### src/rtl/md4_pkg.sv
`default_nettype none
package md4_pkg;

  localparam logic [31:0] H0_INIT = 32'h67452301;
  localparam logic [31:0] H1_INIT = 32'hefcdab89;
  localparam logic [31:0] H2_INIT = 32'h98badcfe;
  localparam logic [31:0] H3_INIT = 32'h10325476;
  localparam logic [31:0] ROUND2_K = 32'h5A827999;
  localparam logic [31:0] ROUND3_K = 32'h6ED9EBA1;
  localparam logic [7:0]  PAD_BYTE = 8'h80;
  localparam logic [5:0]  LAST_STEP = 6'd47;
  localparam logic [3:0]  LEN_LO_WORD = 4'd14;
  localparam logic [3:0]  LEN_HI_WORD = 4'd15;
  localparam logic [4:0]  ZERO_LIMIT = 5'd14;
  localparam logic [4:0]  WORD_COUNT = 5'd16;

  typedef struct packed {
    logic       load;
    logic       run;
    logic [5:0] step;
  } md4_ctrl_t;

  function automatic logic [3:0] msg_index(input logic [5:0] step);
    logic [3:0] idx;
    unique case (step[5:4])
      2'd0:    idx = step[3:0];
      2'd1:    idx = {step[1:0], step[3:2]};
      default: idx = {step[0], step[1], step[2], step[3]};
    endcase
    return idx;
  endfunction

  function automatic logic [4:0] rot_amount(input logic [5:0] step);
    logic [4:0] s;
    unique case (step[5:4])
      2'd0: begin
        unique case (step[1:0])
          2'd0:    s = 5'd3;
          2'd1:    s = 5'd7;
          2'd2:    s = 5'd11;
          default: s = 5'd19;
        endcase
      end
      2'd1: begin
        unique case (step[1:0])
          2'd0:    s = 5'd3;
          2'd1:    s = 5'd5;
          2'd2:    s = 5'd9;
          default: s = 5'd13;
        endcase
      end
      default: begin
        unique case (step[1:0])
          2'd0:    s = 5'd3;
          2'd1:    s = 5'd9;
          2'd2:    s = 5'd11;
          default: s = 5'd15;
        endcase
      end
    endcase
    return s;
  endfunction

endpackage
`default_nettype wire

### src/rtl/md4_msg_mem.sv
`default_nettype none
module md4_msg_mem
  import md4_pkg::*;
(
  input  wire logic        clk,
  input  wire logic        we,
  input  wire logic [3:0]  waddr,
  input  wire logic [31:0] wdata,
  input  wire logic [3:0]  raddr,
  output logic      [31:0] rdata
);

  logic [31:0] mem [16];

  always_ff @(posedge clk) begin
    if (we) begin
      mem[waddr] <= wdata;
    end
  end

  always_ff @(posedge clk) begin
    rdata <= mem[raddr];
  end

endmodule
`default_nettype wire

### src/rtl/md4_round.sv
`default_nettype none
module md4_round
  import md4_pkg::*;
(
  input  wire logic                  clk,
  input  wire md4_ctrl_t             ctrl,
  input  wire logic [3:0][31:0]      chain,
  input  wire logic [31:0]           x_word,
  output logic      [3:0][31:0]      work
);

  logic [31:0] a_r, b_r, c_r, d_r;
  logic [31:0] f_val, k_val, sum;
  logic [63:0] rot;
  logic [4:0]  s;

  always_comb begin
    s = rot_amount(ctrl.step);
    unique case (ctrl.step[5:4])
      2'd0: begin
        f_val = (b_r & c_r) | (~b_r & d_r);
        k_val = 32'd0;
      end
      2'd1: begin
        f_val = (b_r & c_r) | (b_r & d_r) | (c_r & d_r);
        k_val = ROUND2_K;
      end
      default: begin
        f_val = b_r ^ c_r ^ d_r;
        k_val = ROUND3_K;
      end
    endcase
    sum = a_r + f_val + x_word + k_val;
    rot = {sum, sum} << s;
  end

  always_ff @(posedge clk) begin
    if (ctrl.load) begin
      a_r <= chain[0];
      b_r <= chain[1];
      c_r <= chain[2];
      d_r <= chain[3];
    end else if (ctrl.run) begin
      a_r <= d_r;
      b_r <= rot[63:32];
      c_r <= b_r;
      d_r <= c_r;
    end
  end

  assign work = {d_r, c_r, b_r, a_r};

endmodule
`default_nettype wire

### src/rtl/md4_message_digest.sv
// One byte transaction per cycle while filling a 64-byte block, as long as the
// block is idle with in_ready high. A full block then takes one preload,
// 48 steps (one memory read per step through the single block memory read
// port) and one chaining add. The end transaction adds 3 to 18 word writes
// for padding and length, one or two compressions and then the digest.
// Synchronous active-low reset restores the initial chaining words and count.
`default_nettype none
module md4_message_digest
  import md4_pkg::*;
(
  input  wire logic        clk,
  input  wire logic        rst_n,
  input  wire logic        in_valid,
  output logic             in_ready,
  input  wire logic [7:0]  in_message_byte,
  input  wire logic        in_byte_present,
  input  wire logic        in_end_of_message,
  output logic             out_valid,
  input  wire logic        out_ready,
  output logic      [63:0] out_digest_low,
  output logic      [63:0] out_digest_high
);

  typedef enum logic [3:0] {
    S_IDLE, S_PAD, S_ZERO, S_LEN_LO, S_LEN_HI, S_PREP, S_COMP, S_FIN, S_OUT
  } state_t;

  state_t            state_r;
  logic [63:0]       cnt_r;
  logic [23:0]       acc_r;
  logic [3:0][31:0]  chain_r;
  logic [5:0]        step_r;
  logic [4:0]        zidx_r;
  logic              wrap_r, end_r, padded_r, len_r;

  logic              in_fire;
  logic [5:0]        pos;
  logic [31:0]       pad_word;
  logic [4:0]        zlimit;
  logic              we;
  logic [3:0]        waddr, raddr;
  logic [31:0]       wdata, rdata;
  logic [3:0][31:0]  work;
  md4_ctrl_t         ctrl;

  assign pos     = cnt_r[5:0];
  assign in_ready = (state_r == S_IDLE);
  assign in_fire = in_valid && in_ready;
  assign zlimit  = wrap_r ? WORD_COUNT : ZERO_LIMIT;

  always_comb begin
    for (int k = 0; k < 4; k++) begin
      if (k < 3 && 2'(k) < pos[1:0]) begin
        pad_word[k*8 +: 8] = acc_r[(k % 3)*8 +: 8];
      end else if (2'(k) == pos[1:0]) begin
        pad_word[k*8 +: 8] = PAD_BYTE;
      end else begin
        pad_word[k*8 +: 8] = 8'd0;
      end
    end
  end

  always_comb begin
    we    = 1'b0;
    waddr = pos[5:2];
    wdata = 32'd0;
    raddr = msg_index(6'(step_r + 6'd1));
    unique case (state_r)
      S_IDLE: begin
        we    = in_fire && in_byte_present && (pos[1:0] == 2'd3);
        wdata = {in_message_byte, acc_r};
      end
      S_PAD: begin
        we    = 1'b1;
        wdata = pad_word;
      end
      S_ZERO: begin
        we    = (zidx_r != zlimit);
        waddr = zidx_r[3:0];
      end
      S_LEN_LO: begin
        we    = 1'b1;
        waddr = LEN_LO_WORD;
        wdata = {cnt_r[28:0], 3'b000};
      end
      S_LEN_HI: begin
        we    = 1'b1;
        waddr = LEN_HI_WORD;
        wdata = cnt_r[60:29];
      end
      S_PREP: raddr = msg_index(6'd0);
      default: ;
    endcase
  end

  assign ctrl = {(state_r == S_PREP), (state_r == S_COMP), step_r};

  md4_msg_mem u_mem (
    .clk   (clk),
    .we    (we),
    .waddr (waddr),
    .wdata (wdata),
    .raddr (raddr),
    .rdata (rdata)
  );

  md4_round u_round (
    .clk    (clk),
    .ctrl   (ctrl),
    .chain  (chain_r),
    .x_word (rdata),
    .work   (work)
  );

  always_ff @(posedge clk) begin
    if (!rst_n) begin
      state_r  <= S_IDLE;
      cnt_r    <= 64'd0;
      chain_r  <= {H3_INIT, H2_INIT, H1_INIT, H0_INIT};
      step_r   <= 6'd0;
      zidx_r   <= 5'd0;
      wrap_r   <= 1'b0;
      end_r    <= 1'b0;
      padded_r <= 1'b0;
      len_r    <= 1'b0;
    end else begin
      unique case (state_r)
        S_IDLE: begin
          if (in_fire) begin
            if (in_byte_present) begin
              cnt_r <= cnt_r + 64'd1;
              unique case (pos[1:0])
                2'd0:    acc_r[7:0]   <= in_message_byte;
                2'd1:    acc_r[15:8]  <= in_message_byte;
                2'd2:    acc_r[23:16] <= in_message_byte;
                default: ;
              endcase
              if (pos == 6'd63) begin
                end_r   <= in_end_of_message;
                state_r <= S_PREP;
              end else if (in_end_of_message) begin
                end_r   <= 1'b1;
                state_r <= S_PAD;
              end
            end else if (in_end_of_message) begin
              end_r   <= 1'b1;
              state_r <= S_PAD;
            end
          end
        end
        S_PAD: begin
          padded_r <= 1'b1;
          zidx_r   <= {1'b0, pos[5:2]} + 5'd1;
          wrap_r   <= (pos[5:2] >= LEN_LO_WORD);
          state_r  <= S_ZERO;
        end
        S_ZERO: begin
          if (zidx_r == zlimit) begin
            if (wrap_r) begin
              wrap_r  <= 1'b0;
              state_r <= S_PREP;
            end else begin
              state_r <= S_LEN_LO;
            end
          end else begin
            zidx_r <= zidx_r + 5'd1;
          end
        end
        S_LEN_LO: state_r <= S_LEN_HI;
        S_LEN_HI: begin
          len_r   <= 1'b1;
          state_r <= S_PREP;
        end
        S_PREP: begin
          step_r  <= 6'd0;
          state_r <= S_COMP;
        end
        S_COMP: begin
          step_r <= step_r + 6'd1;
          if (step_r == LAST_STEP) begin
            state_r <= S_FIN;
          end
        end
        S_FIN: begin
          for (int i = 0; i < 4; i++) begin
            chain_r[i] <= chain_r[i] + work[i];
          end
          priority if (!end_r) begin
            state_r <= S_IDLE;
          end else if (!padded_r) begin
            state_r <= S_PAD;
          end else if (!len_r) begin
            zidx_r  <= 5'd0;
            wrap_r  <= 1'b0;
            state_r <= S_ZERO;
          end else begin
            state_r <= S_OUT;
          end
        end
        S_OUT: begin
          if (out_ready) begin
            state_r  <= S_IDLE;
            cnt_r    <= 64'd0;
            chain_r  <= {H3_INIT, H2_INIT, H1_INIT, H0_INIT};
            end_r    <= 1'b0;
            padded_r <= 1'b0;
            len_r    <= 1'b0;
          end
        end
        default: state_r <= S_IDLE;
      endcase
    end
  end

  assign out_valid       = (state_r == S_OUT);
  assign out_digest_low  = {chain_r[1], chain_r[0]};
  assign out_digest_high = {chain_r[3], chain_r[2]};

endmodule
`default_nettype wire

### config.mk
export PLATFORM = sky130hd
export DESIGN_NAME = md4_message_digest
export DESIGN_NICKNAME = d
export VERILOG_FILES = /design/src/rtl/md4_pkg.sv /design/src/rtl/md4_msg_mem.sv /design/src/rtl/md4_round.sv /design/src/rtl/md4_message_digest.sv
export SDC_FILE = /design/constraint.sdc
export NUM_CORES = 2
export LEC_CHECK = 0
export ABC_AREA = 1
export BUFFER_PORTS_ARGS = -buffer_cell sky130_fd_sc_hd__buf_2
export CORE_MARGIN = 1
export CORE_UTILIZATION = 25
export CTS_BUF_LIST = sky130_fd_sc_hd__clkbuf_16
export DETAILED_ROUTE_END_ITERATION = 12
export PLACE_DENSITY = 0.37
export SYNTH_ARGS = -nofsm -noshare
export SYNTH_HDL_FRONTEND = slang
export SYNTH_SLANG_ARGS = --single-unit
export TNS_END_PERCENT = 5
### constraint.sdc
create_clock -name clk -period 14.45 [get_ports clk]
set_input_delay 2.1675 -clock clk [delete_from_list [all_inputs] [get_ports clk]]
set_output_delay 2.1675 -clock clk [all_outputs]
set_load 0.01 [all_outputs]
==> Flow_metrics.wiki <==
{| class="wikitable"
! Metric !! Value
|-
| Pin count of the biggest net entering global routing || 177
|-
| Minimum clock period || 5.727 ns
|-
| Count of yosys warnings during synthesis || 0
|-
| Number of enable-type register cells in the synthesized netlist || 664
|-
| Register area share after synthesis || 0.4779
|-
| Startpoint type of the worst setup path || flip-flop
|-
| Fin. Hold Viols || 0
|-
| Area grow syn2layout || 14.43%
|-
| Async set or reset register ratio after synthesis || 0
|-
| Remaining DRCs || 0
|-
| Clock network latency to the later pin of the worst-skew pair || 0.79 ns
|-
| Tightest hold margin || 0.4785 ns
|-
| Post-synthesis instance total || 6128
|-
| Horizontal extent of the die || 457.1 um
|-
| Number of vias per cell || 4.821
|-
| Count of pins on the block boundary || 144
|-
| Final number of max-transition violations || 0
|-
| Max-cap violation count || 0
|-
| Final clock period utilization by the worst path || 0.3963
|-
| Areal power density over the cells || 112.7 mW/mm2
|-
| Height of the die || 457.1 um
|-
| Family with the most delay on the worst path || simple AND/OR/NAND/NOR gates
|-
| Antenna violations before repair || 15
|-
| Critical path data required time || 14.93 ns
|-
| Slowest cell delay on critical path || 0.60 ns
|-
| Depth of the CTS H-tree || 3
|-
| Post-synthesis cell area || 0.05177 mm2
|-
| Worst supply voltage drop on vdd || 0.1036 mV
|-
| Root cell of the clock tree || clkbuf_16
|-
| CP max-delay cell || fa_1
|-
| CORE AREA || 0.2052 mm2
|-
| Switch share || 0.2881
|-
| Top_reg_cell synth || edfxtp_1
|-
| Register bit total from synthesis || 904
|-
| Buffering stage count on the worst path with inverters included || 5
|-
| Router iterations before antenna repair || 5
|-
| Max Clk Rate || 0.1746 GHz
|-
| PortBufs || 143
|-
| Max Clock Skew || 0.08375 ns
|-
| Floorplan die area || 0.2089 mm2
|-
| Proportion of power drawn by the clock network || 0.412
|-
| Via count of the first global-routing pass || 41740
|-
| Total via count in the routed design || 43500
|-
| Number of sinks driven by the clock tree || 904
|-
| Pin slew with the least headroom to its limit || 1.181 ns
|-
| Placer's final routability congestion estimate || 0.9206
|-
| Leakage power of the design || 24.35 nW
|-
| Remaining Overflow, GRT || 0
|-
| Count of cell types in the netlist || 53
|-
| Total length of routed wires || 219.9 mm
|-
| Kind of end point of the critical path || flip-flop
|-
| Endpoint arrival time on the critical path || 6.20 ns
|-
| Inserted Clock Buffers || 112
|-
| Worst path most repeated cell || nand3_1
|-
| Clock tree from TritonCTS || done
|-
| GRT Resource Usage Total || 0.2062
|-
| Kind of critical path || reg2reg
|-
| Cell internal pwr || 0.004753 W
|-
| Path class of the lowest-slack min-delay path || reg2reg
|-
| Fraction of final layout cells sized beyond drive strength 1 || 0.08198
|-
| DRT iter0 DRCs || 3866
|-
| Post-cts repair resize count || 0
|-
| Status || finished, final reports clean
|-
| Routed Antenna Nets || 0
|-
| Detailed-route wire length per cell || 24.37 um
|-
| Clock tree buffer depth || 3
|-
| Net count of the mapped netlist || 6405
|-
| Number of placement rows || 166
|-
| Initial cell density of the core || 0.2523
|-
| Final number of setup-violating endpoints || 0
|-
| Syn Area/Cell || 8.448 um2
|-
| # Post-CTS Setup Buffers || 0
|-
| Logic pwr share || 0.128
|-
| Power share of the sequential group || 0.459
|-
| Critical path peak fanout || 17
|-
| RSZ-0062 raised after global routing || false
|-
| Max-slew headroom || 0.2121
|-
| Final nets || 6512
|-
| Post-CTS Hold Fix Bufs || 0
|-
| CTS clock-pin slew for the worst setup and hold paths || 0.06 ns
|-
| Total negative slack for setup checks || 0 ns
|-
| Placed wire-length estimate || 158.5 mm
|-
| Global-route wire length before repair || 311.3 mm
|-
| Switching pwr || 0.001924 W
|}
## final cells by class
| class | count | area, um2 |
|---|---|---|
| Tap cell | 2688 | 3363 |
| Clock inverter | 96 | 691.9 |
| Sequential cell | 904 | 24740 |
| Antenna cell | 5 | 12.51 |
| Timing Repair Buffer | 230 | 1384 |
| Fill cell | 21970 | 146000 |
| Inverter | 882 | 3329 |
| Clock buffer | 114 | 2853 |
| Multi-Input combinational cell | 4105 | 22860 |
## cells by family after synthesis
| group | share of synthesized area |
|---|---|
| AND/OR/NAND/NOR | 0.2103 |
| AO/OA/AOI/OAI | 0.1400 |
| buffers and inverters | 0.08444 |
| flip-flops | 0.4779 |
| adder cells (fa/ha/maj) | 0.07676 |
| XOR/XNOR | 0.01032 |
| multiplexers | 0.0001934 |
## path summary, 6_finish.rpt
kind	from	to	slack (ns)	depth (start not counted)
setup / recovery	step_r[4]$_SDFFE_PN0P_	u_round.b_r[12]$_DFFE_PP_	8.72	25
hold reg to reg	zidx_r[0]$_SDFFE_PN0P_	zidx_r[0]$_SDFFE_PN0P_	0.48	2
hold / removal	zidx_r[0]$_SDFFE_PN0P_	zidx_r[0]$_SDFFE_PN0P_	0.48	2
setup reg to reg	step_r[4]$_SDFFE_PN0P_	u_round.b_r[12]$_DFFE_PP_	8.72	25
## synthesized netlist by cell type (29+ instances only)
| library cell | count | area share |
|---|---|---|
| o211ai_1 | 116 | 0.017 |
| o221ai_1 | 34 | 0.0058 |
| or2_2 | 29 | 0.0035 |
| o21ai_0 | 405 | 0.039 |
| dfxtp_1 | 240 | 0.093 |
| nand3_1 | 675 | 0.065 |
| o211ai_2 | 37 | 0.0089 |
| fa_1 | 91 | 0.035 |
| clkbuf_1 | 136 | 0.0099 |
| edfxtp_1 | 664 | 0.39 |
| nor2_1 | 333 | 0.024 |
| ha_1 | 172 | 0.042 |
| o21ai_1 | 32 | 0.0031 |
| buf_2 | 65 | 0.0063 |
| nand2_1 | 1305 | 0.095 |
| xor2_1 | 53 | 0.0090 |
| nand4_1 | 64 | 0.0077 |
| inv_1 | 868 | 0.063 |
| a21oi_1 | 490 | 0.047 |
| nor3_1 | 73 | 0.0071 |
## registers in the layout, indices dropped and copies added, names as in the netlist
register / count
u_mem.mem: 512
out_digest_high: 64
out_digest_low: 64
cnt_r: 61
u_mem.rdata: 32
u_round.a_r: 32
u_round.b_r: 32
u_round.c_r: 32
u_round.d_r: 32
acc_r: 24
step_r: 6
zidx_r: 5
state_r: 4
end_r: 1
len_r: 1
padded_r: 1
wrap_r: 1
## power groups by stage
stage | Clock (W) | Combinational (W) | Sequential, W
final | 0.00275 | 0.000857 | 0.00307
after CTS | 0.00283 | 0.000881 | 0.00307
after detailed placement | 0 | 0.000879 | 0.00312
after floorplan | 0 | 0.000455 | 0.00312
after global routing | 0.00292 | 0.000950 | 0.00307
after global placement | 0 | 0.000881 | 0.00312
## metrics by stage
step           utilization  cells  total power [W]  setup slack, ns  cell area, um2
6_report            0.2887   9024         0.006677            8.723           59240
5_1_grt             0.2886   9019         0.006943            8.360           59230
4_1_cts             0.2886   9019         0.006776            8.665           59230
3_5_place_dp        0.2714   8809         0.004001            8.699           55680
3_3_place_gp        0.2714   8809         0.004004            8.686           55680
2_1_floorplan            -   6128         0.003573            8.167           51770
## tightest hold or removal path: cells and delay by family (launching register included)
family | cells | cell delay [ns]
AO/OA/AOI/OAI | 1 | 0.06
flip-flops | 1 | 0.31
AND/OR/NAND/NOR | 1 | 0.06
## cell usage in the layout, fill, tap and decap left out, types with 36 or more instances in the layout
master     count
a21oi_1      490
xor2_1        53
ha_1         172
o211ai_2      37
o21ai_1       36
clkbuf_16    114
nand4_1       64
nand3_1      673
nand2_1     1302
o211ai_1     116
dfxtp_1      240
nor3_1        70
inv_1        902
buf_4         87
buf_2        142
nor2_1       318
fa_1          91
edfxtp_1     664
o21ai_0      399
## layer usage
layer	share of wire	wire length, um	track usage	vias to the layer above
met5	0.000041	9	0	-
met4	0.025	5518	0.05325	2
met3	0.039	8469	0.02090	210
met2	0.48	106400	0.3526	1016
met1	0.45	99470	0.2758	21180
li1	-	-	-	21100
Note: power is estimated with default switching activity, not from simulation.
